## config.mk

```make
export PLATFORM = sky130hd
export DESIGN_NAME = log_pipe_chunk_deframer_core
export DESIGN_NICKNAME = d
export VERILOG_FILES = /design/src/rtl/dfr_pkg.sv /design/src/rtl/dfr_front.sv /design/src/rtl/dfr_queue.sv /design/src/rtl/dfr_back.sv /design/src/rtl/log_pipe_chunk_deframer_core.sv
export SDC_FILE = /design/constraint.sdc
export NUM_CORES = 1
export LEC_CHECK = 0
export BUFFER_PORTS_ARGS = -buffer_cell sky130_fd_sc_hd__buf_2
export CAP_MARGIN = 20
export CORE_UTILIZATION = 50
export CTS_BUF_LIST = sky130_fd_sc_hd__clkbuf_8
export DETAILED_ROUTE_END_ITERATION = 8
export GPL_TIMING_DRIVEN = 1
export PLACE_DENSITY = 0.73
export SETUP_SLACK_MARGIN = 0.1
export SKIP_CTS_REPAIR_TIMING = 1
export SYNTH_ARGS = -nofsm -noshare
export SYNTH_HDL_FRONTEND = slang
export SYNTH_SLANG_ARGS = --single-unit
```

## constraint.sdc

```tcl
create_clock -name clk -period 12.3 [get_ports clk]
set_input_delay 1.23 -clock clk [delete_from_list [all_inputs] [get_ports clk]]
set_output_delay 1.23 -clock clk [all_outputs]
set_load 0.01 [all_outputs]
```

## src/rtl/dfr_pkg.sv

```systemverilog
// shared types, constants and format helpers of the chunk deframer
`timescale 1ns / 1ps

package dfr_pkg;

  // framing constants
  localparam int unsigned CHUNK_SIZE = 512;
  localparam int unsigned HDR_LEN    = 9;
  localparam logic [15:0] MAX_PAYLOAD_RST = 16'(CHUNK_SIZE - HDR_LEN);

  // queue between front and back
  localparam int unsigned QUEUE_DEPTH_DEF = 4;

  // special byte values
  localparam logic [7:0] NUL_BYTE  = 8'h00;
  localparam logic [7:0] FMT_T_LO  = 8'h74;  // 't'
  localparam logic [7:0] FMT_F_LO  = 8'h66;  // 'f'
  localparam logic [7:0] FMT_T_UP  = 8'h54;  // 'T'
  localparam logic [7:0] FMT_F_UP  = 8'h46;  // 'F'

  // front sequencer states
  typedef enum logic [1:0] {
    FR_ACCEPT,
    FR_CHECK,
    FR_DRAIN
  } dfr_state_t;

  // one result beat as it travels through the queue
  typedef struct packed {
    logic [7:0]         byte_val;
    logic               from_chunk;
    logic [15:0]        chunk_length;
    logic signed [31:0] sender_pid;
    logic               csv_format;
    logic               final_fragment;
    logic               last_of_run;
  } dfr_item_t;

  // queue handshake toward the front
  typedef struct packed {
    logic full;
  } dfr_qstat_t;

  function automatic logic fmt_ok(input logic [7:0] f);
    return (f == FMT_T_LO) || (f == FMT_F_LO) || (f == FMT_T_UP) || (f == FMT_F_UP);
  endfunction

  function automatic logic fmt_csv(input logic [7:0] f);
    return (f == FMT_T_UP) || (f == FMT_F_UP);
  endfunction

  function automatic logic fmt_final(input logic [7:0] f);
    return (f == FMT_T_LO) || (f == FMT_T_UP);
  endfunction

endpackage

```

## src/rtl/dfr_front.sv

```systemverilog
// front end: takes input beats, tracks header window and payload, makes result beats
`timescale 1ns / 1ps

module dfr_front import dfr_pkg::*; (
  input  logic        clk,
  input  logic        rst_n,
  input  logic        in_tvalid,
  output logic        in_tready,
  input  logic [7:0]  in_tdata,
  input  logic        cfg_wr_en,
  input  logic [15:0] cfg_wr_data,
  input  dfr_qstat_t  qstat,
  output logic        push_valid,
  output dfr_item_t   push_item
);

  localparam int unsigned WIN_LAST = HDR_LEN - 1;

  dfr_state_t         state_r, state_nxt;
  logic [7:0]         win_r [HDR_LEN];
  logic [7:0]         win_nxt [HDR_LEN];
  logic [3:0]         fill_r, fill_nxt;
  logic [15:0]        payload_left_r, payload_left_nxt;
  logic [15:0]        len_r, len_nxt;
  logic [31:0]        pid_r, pid_nxt;
  logic [7:0]         fmt_r, fmt_nxt;
  logic               stray_r, stray_nxt;
  logic [3:0]         drain_cnt_r, drain_cnt_nxt;
  logic               nul_found_r, nul_found_nxt;
  logic [15:0]        max_payload_r;

  logic               accept;
  logic [15:0]        hdr_len;
  logic [31:0]        hdr_pid;
  logic               hdr_ok;
  logic [3:0]         nul_pos;
  logic               nul_any;

  assign accept = in_tvalid && in_tready;

  // header fields straight from the window
  assign hdr_len = {win_r[3], win_r[2]};
  assign hdr_pid = {win_r[7], win_r[6], win_r[5], win_r[4]};
  assign hdr_ok  = (win_r[0] == NUL_BYTE) && (win_r[1] == NUL_BYTE) &&
                   (hdr_len != 16'd0) && (hdr_len <= max_payload_r) &&
                   (hdr_pid != 32'd0) && fmt_ok(win_r[WIN_LAST]);

  // first nul at window position 1 and up, position 8 when none
  always_comb begin
    nul_pos = 4'(WIN_LAST);
    nul_any = 1'b0;
    for (int i = WIN_LAST; i >= 1; i--) begin
      if (win_r[i] == NUL_BYTE) begin
        nul_pos = 4'(i);
        nul_any = 1'b1;
      end
    end
  end

  // config register
  always_ff @(posedge clk) begin
    if (!rst_n) begin
      max_payload_r <= MAX_PAYLOAD_RST;
    end else if (cfg_wr_en) begin
      max_payload_r <= cfg_wr_data;
    end
  end

  // state registers
  always_ff @(posedge clk) begin
    if (!rst_n) begin
      state_r        <= FR_ACCEPT;
      fill_r         <= '0;
      payload_left_r <= '0;
      len_r          <= '0;
      pid_r          <= '0;
      fmt_r          <= '0;
      stray_r        <= 1'b0;
      drain_cnt_r    <= '0;
      nul_found_r    <= 1'b0;
    end else begin
      state_r        <= state_nxt;
      fill_r         <= fill_nxt;
      payload_left_r <= payload_left_nxt;
      len_r          <= len_nxt;
      pid_r          <= pid_nxt;
      fmt_r          <= fmt_nxt;
      stray_r        <= stray_nxt;
      drain_cnt_r    <= drain_cnt_nxt;
      nul_found_r    <= nul_found_nxt;
    end
  end

  // window bytes
  always_ff @(posedge clk) begin
    win_r <= win_nxt;
  end

  // next state and result beats
  always_comb begin
    state_nxt        = state_r;
    win_nxt          = win_r;
    fill_nxt         = fill_r;
    payload_left_nxt = payload_left_r;
    len_nxt          = len_r;
    pid_nxt          = pid_r;
    fmt_nxt          = fmt_r;
    stray_nxt        = stray_r;
    drain_cnt_nxt    = drain_cnt_r;
    nul_found_nxt    = nul_found_r;
    in_tready        = 1'b0;
    push_valid       = 1'b0;
    push_item        = '0;

    case (state_r)
      FR_ACCEPT: begin
        in_tready = !qstat.full;
        if (accept) begin
          if (payload_left_r != 16'd0) begin
            // chunk payload
            push_valid                = 1'b1;
            push_item.byte_val        = in_tdata;
            push_item.from_chunk      = 1'b1;
            push_item.chunk_length    = len_r;
            push_item.sender_pid      = pid_r;
            push_item.csv_format      = fmt_csv(fmt_r);
            push_item.final_fragment  = fmt_final(fmt_r);
            push_item.last_of_run     = (payload_left_r == 16'd1);
            payload_left_nxt          = payload_left_r - 16'd1;
          end else if (stray_r) begin
            // pending stray tail goes out, new byte waits
            push_valid            = 1'b1;
            push_item.byte_val    = win_r[0];
            push_item.last_of_run = (in_tdata == NUL_BYTE);
            win_nxt[0]            = in_tdata;
            fill_nxt              = 4'd1;
            if (in_tdata == NUL_BYTE) begin
              stray_nxt = 1'b0;
            end
          end else begin
            // collect header candidate
            win_nxt[fill_r] = in_tdata;
            fill_nxt        = fill_r + 4'd1;
            if (fill_r == 4'(WIN_LAST)) begin
              state_nxt = FR_CHECK;
            end
          end
        end
      end

      FR_CHECK: begin
        if (hdr_ok) begin
          len_nxt          = hdr_len;
          pid_nxt          = hdr_pid;
          fmt_nxt          = win_r[WIN_LAST];
          payload_left_nxt = hdr_len;
          fill_nxt         = '0;
          state_nxt        = FR_ACCEPT;
        end else begin
          drain_cnt_nxt = nul_pos;
          nul_found_nxt = nul_any;
          fill_nxt      = 4'(HDR_LEN) - nul_pos;
          state_nxt     = FR_DRAIN;
        end
      end

      FR_DRAIN: begin
        // one stray byte per beat, window slides down behind it
        if (!qstat.full) begin
          push_valid            = 1'b1;
          push_item.byte_val    = win_r[0];
          push_item.last_of_run = (drain_cnt_r == 4'd1) && nul_found_r;
          for (int i = 0; i < WIN_LAST; i++) begin
            win_nxt[i] = win_r[i + 1];
          end
          drain_cnt_nxt = drain_cnt_r - 4'd1;
          if (drain_cnt_r == 4'd1) begin
            stray_nxt = !nul_found_r;
            state_nxt = FR_ACCEPT;
          end
        end
      end

      default: begin
        state_nxt = FR_ACCEPT;
      end
    endcase
  end

  // window never overfills
  a_fill_range: assert property (@(posedge clk) disable iff (!rst_n)
    fill_r <= 4'(HDR_LEN))
    else $error("window fill out of range");

  // draining always has bytes left to send
  a_drain_cnt: assert property (@(posedge clk) disable iff (!rst_n)
    (state_r == FR_DRAIN) |-> (drain_cnt_r != 4'd0))
    else $error("drain with empty count");

  // every payload beat makes exactly one result
  a_payload_push: assert property (@(posedge clk) disable iff (!rst_n)
    (accept && (payload_left_r != 16'd0)) |-> (push_valid && push_item.from_chunk))
    else $error("payload beat without result");

  // no push into a full queue
  a_no_overrun: assert property (@(posedge clk) disable iff (!rst_n)
    push_valid |-> !qstat.full)
    else $error("push while queue full");

endmodule

```

## src/rtl/dfr_queue.sv

```systemverilog
// short result queue between front and back
`timescale 1ns / 1ps

module dfr_queue import dfr_pkg::*; #(
  parameter int unsigned DEPTH = QUEUE_DEPTH_DEF
) (
  input  logic       clk,
  input  logic       rst_n,
  input  logic       push_valid,
  input  dfr_item_t  push_item,
  output dfr_qstat_t qstat,
  output logic       pop_valid,
  input  logic       pop_ready,
  output dfr_item_t  pop_item
);

  localparam int unsigned PW = (DEPTH > 1) ? $clog2(DEPTH) : 1;
  localparam int unsigned CW = $clog2(DEPTH + 1);

  dfr_item_t       mem_r [DEPTH];
  logic [PW-1:0]   wr_ptr_r, wr_ptr_nxt;
  logic [PW-1:0]   rd_ptr_r, rd_ptr_nxt;
  logic [CW-1:0]   count_r, count_nxt;
  logic            do_push, do_pop;

  assign qstat.full = (count_r == CW'(DEPTH));
  assign pop_valid  = (count_r != '0);
  assign pop_item   = mem_r[rd_ptr_r];
  assign do_push    = push_valid && !qstat.full;
  assign do_pop     = pop_valid && pop_ready;

  // pointer and count update
  always_comb begin
    wr_ptr_nxt = wr_ptr_r;
    rd_ptr_nxt = rd_ptr_r;
    count_nxt  = count_r;
    if (do_push) begin
      wr_ptr_nxt = (wr_ptr_r == PW'(DEPTH - 1)) ? '0 : wr_ptr_r + 1'b1;
    end
    if (do_pop) begin
      rd_ptr_nxt = (rd_ptr_r == PW'(DEPTH - 1)) ? '0 : rd_ptr_r + 1'b1;
    end
    if (do_push && !do_pop) begin
      count_nxt = count_r + 1'b1;
    end else if (do_pop && !do_push) begin
      count_nxt = count_r - 1'b1;
    end
  end

  always_ff @(posedge clk) begin
    if (!rst_n) begin
      wr_ptr_r <= '0;
      rd_ptr_r <= '0;
      count_r  <= '0;
    end else begin
      wr_ptr_r <= wr_ptr_nxt;
      rd_ptr_r <= rd_ptr_nxt;
      count_r  <= count_nxt;
    end
  end

  // entry storage
  always_ff @(posedge clk) begin
    if (do_push) begin
      mem_r[wr_ptr_r] <= push_item;
    end
  end

endmodule

```

## src/rtl/dfr_back.sv

```systemverilog
// back end: output register stage and stream packing of result beats
`timescale 1ns / 1ps

module dfr_back import dfr_pkg::*; (
  input  logic        clk,
  input  logic        rst_n,
  input  logic        pop_valid,
  output logic        pop_ready,
  input  dfr_item_t   pop_item,
  output logic        out_tvalid,
  input  logic        out_tready,
  output logic [55:0] out_tdata,
  output logic [2:0]  out_tuser,
  output logic        out_tlast
);

  logic      valid_r, valid_nxt;
  dfr_item_t item_r;

  // load a new beat when the stage is empty or being taken
  assign pop_ready = !valid_r || out_tready;
  assign valid_nxt = pop_valid || (valid_r && !out_tready);

  always_ff @(posedge clk) begin
    if (!rst_n) begin
      valid_r <= 1'b0;
    end else begin
      valid_r <= valid_nxt;
    end
  end

  always_ff @(posedge clk) begin
    if (pop_valid && pop_ready) begin
      item_r <= pop_item;
    end
  end

  // stream packing
  assign out_tvalid = valid_r;
  assign out_tdata  = {item_r.sender_pid, item_r.chunk_length, item_r.byte_val};
  assign out_tuser  = {item_r.final_fragment, item_r.csv_format, item_r.from_chunk};
  assign out_tlast  = item_r.last_of_run;

endmodule

```

## src/rtl/log_pipe_chunk_deframer_core.sv

```systemverilog
// top level of the log pipe chunk deframer
// path: a result beat is registered in a queue entry, then in the output stage
// throughput: one payload, header or stray tail byte per cycle while the queue has
// room; the ninth header byte starts a check state, and a failed header then sends
// one to eight stray bytes from the window shift register, one per cycle with room
// reset: synchronous active-low rst_n empties window, queue and output stage
`timescale 1ns / 1ps

module log_pipe_chunk_deframer_core import dfr_pkg::*; #(
  parameter int unsigned QUEUE_DEPTH = QUEUE_DEPTH_DEF
) (
  input  logic        clk,
  input  logic        rst_n,
  input  logic        in_tvalid,
  output logic        in_tready,
  input  logic [7:0]  in_tdata,    // data_byte
  input  logic        cfg_wr_en,
  input  logic [15:0] cfg_wr_data, // max_payload
  output logic        out_tvalid,
  input  logic        out_tready,
  output logic [55:0] out_tdata,   // out_byte, chunk_length, sender_pid
  output logic [2:0]  out_tuser,   // from_chunk, csv_format, final_fragment
  output logic        out_tlast    // last_of_run
);

  dfr_qstat_t qstat;
  logic       push_valid;
  dfr_item_t  push_item;
  logic       pop_valid;
  logic       pop_ready;
  dfr_item_t  pop_item;

  // header tracking and classification
  dfr_front u_front (
    .clk         (clk),
    .rst_n       (rst_n),
    .in_tvalid   (in_tvalid),
    .in_tready   (in_tready),
    .in_tdata    (in_tdata),
    .cfg_wr_en   (cfg_wr_en),
    .cfg_wr_data (cfg_wr_data),
    .qstat       (qstat),
    .push_valid  (push_valid),
    .push_item   (push_item)
  );

  // decoupling queue
  dfr_queue #(
    .DEPTH (QUEUE_DEPTH)
  ) u_queue (
    .clk        (clk),
    .rst_n      (rst_n),
    .push_valid (push_valid),
    .push_item  (push_item),
    .qstat      (qstat),
    .pop_valid  (pop_valid),
    .pop_ready  (pop_ready),
    .pop_item   (pop_item)
  );

  // output stage
  dfr_back u_back (
    .clk        (clk),
    .rst_n      (rst_n),
    .pop_valid  (pop_valid),
    .pop_ready  (pop_ready),
    .pop_item   (pop_item),
    .out_tvalid (out_tvalid),
    .out_tready (out_tready),
    .out_tdata  (out_tdata),
    .out_tuser  (out_tuser),
    .out_tlast  (out_tlast)
  );

endmodule

```

# ---- After elaboration in Yosys (flattened, before gate mapping)
# Memory sizes are Yosys's and may differ from the RTL's. A register that Yosys moved wholly into a read port is not among the register bits.
# Index checks and enable logic that the tools add are counted.
# Widths: inputs -> output; s select.
dict set report word_totals {
  reg_bits 180
  mem_bits_rw 240
  inputBits 29
  output_inout_bits 62
  wordCells 192
  mem_count 1
}
# memory words word_bits read_ports rd_clocked_by_memory_dff write_ports line
set memory_table {}
lappend memory_table {u_queue.mem_r 4 60 1 1 1 dfr_queue.sv:20} ;# dfr_item_t mem_r [DEPTH];
dict set report classes {
  addsub 8
  magnitude_cmp 3
  n_eq_ne 24
  mux 74
  bitwise 4
  n_reduce_logical 55
}
# op n
set op_table {}
lappend op_table {{$mux 72} 2}
lappend op_table {{$mux 64} 2}
lappend op_table {{$pmux 64 s2} 1}
lappend op_table {{$mux 51} 2}
lappend op_table {{$logic_not 8->1} 10}
lappend op_table {{$bwmux 72} 1}
lappend op_table {{$mux 60} 1}
lappend op_table {{$eq 8x7->1 const B} 7}
lappend op_table {{$mux 4} 13}
lappend op_table {{$mux 16} 3}
lappend op_table {{$mux 8} 5}
lappend op_table {{$demux 8 s4} 1}
lappend op_table {{$pmux 16 s2} 1}
lappend op_table {{$reduce_bool 16->1} 2}
lappend op_table {{$reduce_bool 32->1} 1}
lappend op_table {{$mux 1} 24}
lappend op_table {{$mux 2} 9}
lappend op_table {{$eq 16x1->1 const B} 1}
lappend op_table {{$le 16x16->1} 1}
lappend op_table {{$pmux 4 s2} 2}
lappend op_table {{$pmux 8 s2} 1}
lappend op_table {{$sub 16x1->16 const B} 1}
lappend op_table {{$logic_and 1x1->1} 13}
lappend op_table {{$reduce_and 4->1} 3}
lappend op_table {{29 further kinds} 61}

# ---- Depth between registers and ports, before layout
dict set report logic_depth {
  depth_word 11
  depth_mapped 12
  depth_no_buf 11
}

# ---- Modules after synthesis
# A second synthesis with hierarchy kept.
dict set report unflattened {
  hier_cells 1375
  area_unflattened_um2 19502.5
}
# module instances cells_each area_per_inst_um2 seq_area_each_um2
set modules_own_cells {}
lappend modules_own_cells {dfr_queue 1 365 9205.1 7387.1}
lappend modules_own_cells {dfr_front 1 945 8438.1 4164.0}
lappend modules_own_cells {dfr_back 1 65 1859.3 1821.7}

# ---- Least setup slack after synthesis
# OpenSTA, ideal clock, no wires.
dict set report synth_timing {
  kind {input -> register}
  start {input port out_tready}
  end {register u_queue.count_r[2]}
  setup_time_ps 71
  arrival_time_ps 5796
  required_ps 12229
  path_slack_ps 6433
  path_stages 9
  n_path_buf 0
  path_cell_list {inv_1 > a21oi_1 > inv_1 > ha_1 > inv_1 > fa_1 > xor2_1 > or3_1 > a21oi_1}
}
dict set report synth_via {
  elab_chain_len 5
  elab_cells_between_ends 7
  classes_between {mux: 1; reduce/logical: 6}
}
# element line
set synth_lines {}
lappend synth_lines {{from (decl)} log_pipe_chunk_deframer_core.sv:20} ;# input logic out_tready,
lappend synth_lines {{$logic_or 1x1->1 (*)} dfr_back.sv:21} ;# assign pop_ready = !valid_r || out_tready;
lappend synth_lines {{$logic_and 1x1->1 (*)} dfr_queue.sv:30} ;# assign do_pop = pop_valid && pop_ready;
lappend synth_lines {{net u_queue.do_pop} dfr_queue.sv:24} ;# logic do_push, do_pop;
lappend synth_lines {{$logic_not 1->1} dfr_queue.sv:43} ;# if (do_push && !do_pop) begin
lappend synth_lines {{$logic_and 1x1->1} dfr_queue.sv:43}
lappend synth_lines {{$mux 3 / $reduce_bool 2->1 (equally long branches)} -}
lappend synth_lines {{to (signal assigned)} dfr_queue.sv:58} ;# count_r <= count_nxt;
lappend synth_lines {{to (decl)} dfr_queue.sv:23} ;# logic [CW-1:0] count_r, count_nxt;
# Mark *: on every way through the listed nets, which the timed path passes. The rest lies on a longest branch.
# A chain may end at the register's enable or synchronous reset.

# ---- Final worst setup path
dict set report layout_timing {
  start {register u_front.payload_left_r[9]}
  end {register u_front.win_r (netlist bit u_front.hdr_pid[17]) (enable)}
}
dict set report layout_via {
  elab_chain_len 3
}
# element line
set layout_lines {}
lappend layout_lines {{from (decl)} dfr_front.sv:23} ;# logic [15:0] payload_left_r, payload_left_nxt;
lappend layout_lines {{from (signal assigned)} dfr_front.sv:84} ;# payload_left_r <= payload_left_nxt;
lappend layout_lines {{$reduce_bool 16->1} dfr_front.sv:119} ;# if (payload_left_r != 16'd0) begin
lappend layout_lines {{$ne 2x2->1 (no line)} -}
lappend layout_lines {{$reduce_and 5->1 (no line)} -}
lappend layout_lines {{to (signal assigned)} dfr_front.sv:96} ;# win_r <= win_nxt;
lappend layout_lines {{to (decl)} dfr_front.sv:20} ;# logic [7:0] win_r [HDR_LEN];
# Every way passes these cells.

==> flow_summary.html <==
<table>
<tr><th>Metric</th><th>Value</th></tr>
<tr><th colspan="2">Synthesis</th></tr>
<tr><td>Most used flip-flop cell after synthesis</td><td>sky130_fd_sc_hd__edfxtp_1</td></tr>
<tr><td>Avg Cell Area, Syn</td><td>14.7 µm²</td></tr>
<tr><td>Most common library cells after synthesis</td><td>372 x sky130_fd_sc_hd__edfxtp_1, 123 x sky130_fd_sc_hd__nand2_1, 108 x sky130_fd_sc_hd__dfxtp_1, 94 x sky130_fd_sc_hd__nor2_1, 82 x sky130_fd_sc_hd__o21ai_0</td></tr>
<tr><td>Cell types occupying the most area after synthesis</td><td>sky130_fd_sc_hd__edfxtp_1 58%, sky130_fd_sc_hd__dfxtp_1 11%, sky130_fd_sc_hd__mux4_2 7.0%</td></tr>
<tr><td>Largest area contributor in the synthesized netlist</td><td>sky130_fd_sc_hd__edfxtp_1</td></tr>
<tr><td>Yosys Warn Count</td><td>0</td></tr>
<tr><td>Number of distinct standard cells referenced by the synthesized netlist</td><td>65</td></tr>
<tr><td>Most repeated cell in the gate-level netlist after synthesis</td><td>sky130_fd_sc_hd__edfxtp_1</td></tr>
<tr><td>Sequential cell area fraction in the yosys report</td><td>0.693</td></tr>
<tr><td>Net count after synthesis</td><td>1,367</td></tr>
<tr><td>Register bit total from synthesis</td><td>480</td></tr>
<tr><td>Number of synthesized flops with an enable pin</td><td>around 370</td></tr>
<tr><td>Share of the synthesized area in the top cell type</td><td>0.580</td></tr>
<tr><td>Cell area after synthesis</td><td>slightly below 0.02 mm²</td></tr>
<tr><td>Cell count after synthesis</td><td>1,305</td></tr>
<tr><td>Async set-reset flop share out of synthesis</td><td>0</td></tr>
<tr><th colspan="2">Finish</th></tr>
<tr><td>Layout area overhead</td><td>13.0%</td></tr>
<tr><td>Post-layout nets</td><td>1,491</td></tr>
<tr><td>Finished Cell Area</td><td>0.0218 mm²</td></tr>
<tr><td>Antenna diode count</td><td>0</td></tr>
<tr><td>Share of the core filled with cells in the final layout</td><td>0.576</td></tr>
<tr><td>Share of post-route cells with drive strength above 1</td><td>0.197</td></tr>
<tr><td>Total of fill cells in the finished design</td><td>2,963</td></tr>
<tr><td>Number of standard cells in the final layout excluding fillers</td><td>2,006</td></tr>
<tr><th colspan="2">Detailed routing</th></tr>
<tr><td>Final ANT Viol Nets</td><td>0</td></tr>
<tr><td>Routed WL</td><td>39,000 µm</td></tr>
<tr><td>Post-detailed-route DRC marker count</td><td>0</td></tr>
<tr><td>DR vias/cell</td><td>5.61</td></tr>
<tr><td>Overall via count from detail_route</td><td>about 11,000</td></tr>
<tr><td>First-iteration detailed-routing DRC count</td><td>1,065</td></tr>
<tr><td>Count of TritonRoute iterations in the first routing pass</td><td>5</td></tr>
<tr><td>Routed wire length per instance</td><td>19.4 µm</td></tr>
<tr><th colspan="2">Placed design</th></tr>
<tr><td>Number of port buffers</td><td>90</td></tr>
<tr><td>Instance area at placement</td><td>0.0202 mm²</td></tr>
<tr><td>Gp weighted congestion</td><td>0.886</td></tr>
<tr><td>HPWL after detailed placement</td><td>24,400 µm</td></tr>
<tr><td>Total placed cells including tap cells</td><td>1,859</td></tr>
<tr><th colspan="2">STA</th></tr>
<tr><td>RSZ-0062 raised after global routing</td><td>false</td></tr>
<tr><td>Transition time at the pin with the least slew margin</td><td>between 1000 and 1500 ps</td></tr>
<tr><td>Clock Skews</td><td>34.4 ps</td></tr>
<tr><td>Sum Neg Setup Slack</td><td>0 ps</td></tr>
<tr><td>Minimum hold slack</td><td>470 ps</td></tr>
<tr><td>Final period demand of the worst path</td><td>3490 ps</td></tr>
<tr><td>Number of hold violations in the final report</td><td>0</td></tr>
<tr><td>Worst slew margin relative to its limit</td><td>0.332</td></tr>
<tr><td>Endpoints failing setup</td><td>0</td></tr>
<tr><td>Highest clock rate</td><td>0.287 GHz</td></tr>
<tr><td>Crit share post-route</td><td>0.284</td></tr>
<tr><td>Number of pins with negative max-slew slack in the final report</td><td>0</td></tr>
<tr><th colspan="2">Setup path</th></tr>
<tr><td>Worst setup EP type</td><td>flop</td></tr>
<tr><td>Worst-path fanout max</td><td>17</td></tr>
<tr><td>CP startpoint kind</td><td>flop</td></tr>
<tr><td>Category of the critical setup timing path</td><td>reg -&gt; reg</td></tr>
<tr><td>Signal arrival time at the worst endpoint</td><td>3730 ps</td></tr>
<tr><td>Endpoint required time on the critical path</td><td>12,540 ps</td></tr>
<tr><th colspan="2">Floorplan</th></tr>
<tr><td>Number of cell rows</td><td>71</td></tr>
<tr><td>Die height</td><td>198 µm</td></tr>
<tr><td>Area of the core</td><td>0.0378 mm²</td></tr>
<tr><td>Initial core utilization</td><td>0.510</td></tr>
<tr><td>Die boundary width</td><td>198 µm</td></tr>
<tr><td>Top-level I/O count</td><td>91</td></tr>
<tr><td>Die outline area</td><td>0.0393 mm²</td></tr>
<tr><th colspan="2">Clock tree</th></tr>
<tr><td>Total number of clock tree sinks</td><td>480</td></tr>
<tr><td>Root buffer cell</td><td>sky130_fd_sc_hd__clkbuf_8</td></tr>
<tr><td>CTS clk-pin slew, worst paths</td><td>roughly 60 ps</td></tr>
<tr><td>Clock tree from TritonCTS</td><td>built</td></tr>
<tr><td>CTS Buf Count</td><td>78</td></tr>
<tr><td>Buffer depth of the longest clock path</td><td>3</td></tr>
<tr><td>Clock latency on the worst-skew pair</td><td>630 ps</td></tr>
<tr><td>CTS H-tree depth</td><td>3</td></tr>
<tr><th colspan="2">Status</th></tr>
<tr><td>Outcome</td><td>complete, no violations</td></tr>
<tr><th colspan="2">Global routing</th></tr>
<tr><td>Total congestion overflow after global routing</td><td>0</td></tr>
<tr><td>Antenna violations before repair</td><td>1</td></tr>
<tr><td>Global-route wire length before repair</td><td>61,700 µm</td></tr>
<tr><td>Number of global-route vias before repair</td><td>approximately 11,000</td></tr>
<tr><td>Global routing usage summed across all routing layers</td><td>0.206</td></tr>
<tr><td>Maximum number of pins on one net before global-route repair</td><td>roughly 90</td></tr>
<tr><th colspan="2">Flow run</th></tr>
<tr><td>Max-cap violations</td><td>0</td></tr>
<tr><th colspan="2">Pwr</th></tr>
<tr><td>Power density cells</td><td>between 200 and 250 mW/mm²</td></tr>
<tr><td>Max VDD drop</td><td>around 0.16 mV</td></tr>
<tr><td>Leak Pwr</td><td>7.64 nW</td></tr>
<tr><th colspan="2">Hold path</th></tr>
<tr><td>Type of the worst min-delay path</td><td>reg -&gt; reg</td></tr>
</table>
[layout make-up]
class / count / area (µm²) / area share
well taps: 511 / 639 / 0.0294
multi-input cells: 729 / 5490 / 0.252
repair buffers: 105 / 571 / 0.0262
clock buffers: 91 / 1250 / 0.0576
clock inverters: 55 / 332 / 0.0152
flip-flops and latches: 480 / 13300 / 0.613
inverters: 35 / 131 / 0.00604
[placed cells by master, fill, tap and decap left out, drive strengths merged, types with 3 or more instances in the layout]
cell type  netlist  final
xnor2            4      4
nor2b            4      4
o31ai            7      7
inv             35     75
a211oi           3      3
clkbuf          43     91
or2              3      3
a21oi           42     42
nand4            7      7
nor3b            5      5
dfxtp          108    108
buf             18    105
edfxtp         372    372
clkinv           0     11
xor2             4      4
a31oi            8      8
o22ai            7      7
o211ai          14     14
nand3            6      6
nor4            24     24
bufinv           0      3
a22o            16     16
mux2i           64     64
mux4            60     60
and2            56     56
nor3            17     17
nor2            95     95
or4              3      3
o21ai           85     85
or3              4      4
and3             3      3
o32ai            3      3
ha              32     32
nand2          123    123
[sequential cells by signal (all words and copies together) (netlist names), 3 cells and up]
register                cells
u_front.payload_left_r     16
u_front.max_payload_r      16
u_back.out_tdata           56
u_front.drain_cnt_r         4
u_front.fmt_r               8
u_queue.mem_r             240
u_front.len_r              16
u_front.win_r              24
u_queue.count_r             3
u_front.pid_r              32
u_front.hdr_pid            32
u_front.fill_r              4
u_front.hdr_len            16
u_back.out_tuser            3
[per-layer routing]
layer  global-route usage  wire length, µm  vias up
li1                     -                -     5215
met1                0.272            16500     5548
met2                0.337            19100      405
met3               0.0410             2650       77
met4               0.0801              737        2
met5                    0               13        -
[worst paths after layout]
check / start / endpoint / slack (ps) / cells after the start
setup / recovery: u_front.payload_left_r[9]$_SDFFE_PN0P_ / u_front.hdr_pid[17]$_DFFE_PP_ / 8810 / 7
hold reg to reg: u_front.fmt_r[3]$_SDFFE_PN0P_ / u_front.fmt_r[3]$_SDFFE_PN0P_ / 470 / 1
setup reg to reg: u_front.payload_left_r[9]$_SDFFE_PN0P_ / u_front.hdr_pid[17]$_DFFE_PP_ / 8810 / 7
hold / removal: u_front.fmt_r[3]$_SDFFE_PN0P_ / u_front.fmt_r[3]$_SDFFE_PN0P_ / 470 / 1
[critical path, cell delays in order (launching register included)]
cell and delay (ps):
sky130_fd_sc_hd__dfxtp_1 370, sky130_fd_sc_hd__nor4_1 480, sky130_fd_sc_hd__and4_1 320, sky130_fd_sc_hd__nand2_1 100, sky130_fd_sc_hd__or2_2 360, sky130_fd_sc_hd__nor2_4 370
sky130_fd_sc_hd__o21bai_1 370, sky130_fd_sc_hd__a21oi_1 720
[report_power, final]
part           total, W  internal [W]  leakage [nW]  switching, W
combinational   0.00125      0.000496          2.23      0.000750
clock           0.00136      0.000745         0.947      0.000613
sequential      0.00253       0.00230          4.47      0.000236
total           0.00514       0.00354          7.64       0.00160
[kinds of logic after synthesis]
kind of cell / Yosys count / share of synthesized area
AO/OA/AOI/OAI: 205 / 0.0647
XOR/XNOR: 8 / 0.00364
adder cells (fa/ha/maj): 33 / 0.0218
buffers and inverters: 96 / 0.0237
flip-flops: 480 / 0.693
multiplexers: 126 / 0.105
AND/OR/NAND/NOR: 357 / 0.0887
[per-stage QoR]
| step | total power [W] | setup WS [ps] |
|---|---|---|
| after CTS | 0.00520 | 8870 |
| after global placement | 0.00379 | 8670 |
| final | 0.00514 | 8810 |
| after floorplan | 0.00336 | 6430 |
| after global routing | 0.00542 | 8610 |
| after detailed placement | 0.00384 | 8630 |
No activity file was read; power rests on OpenSTA's default activity.
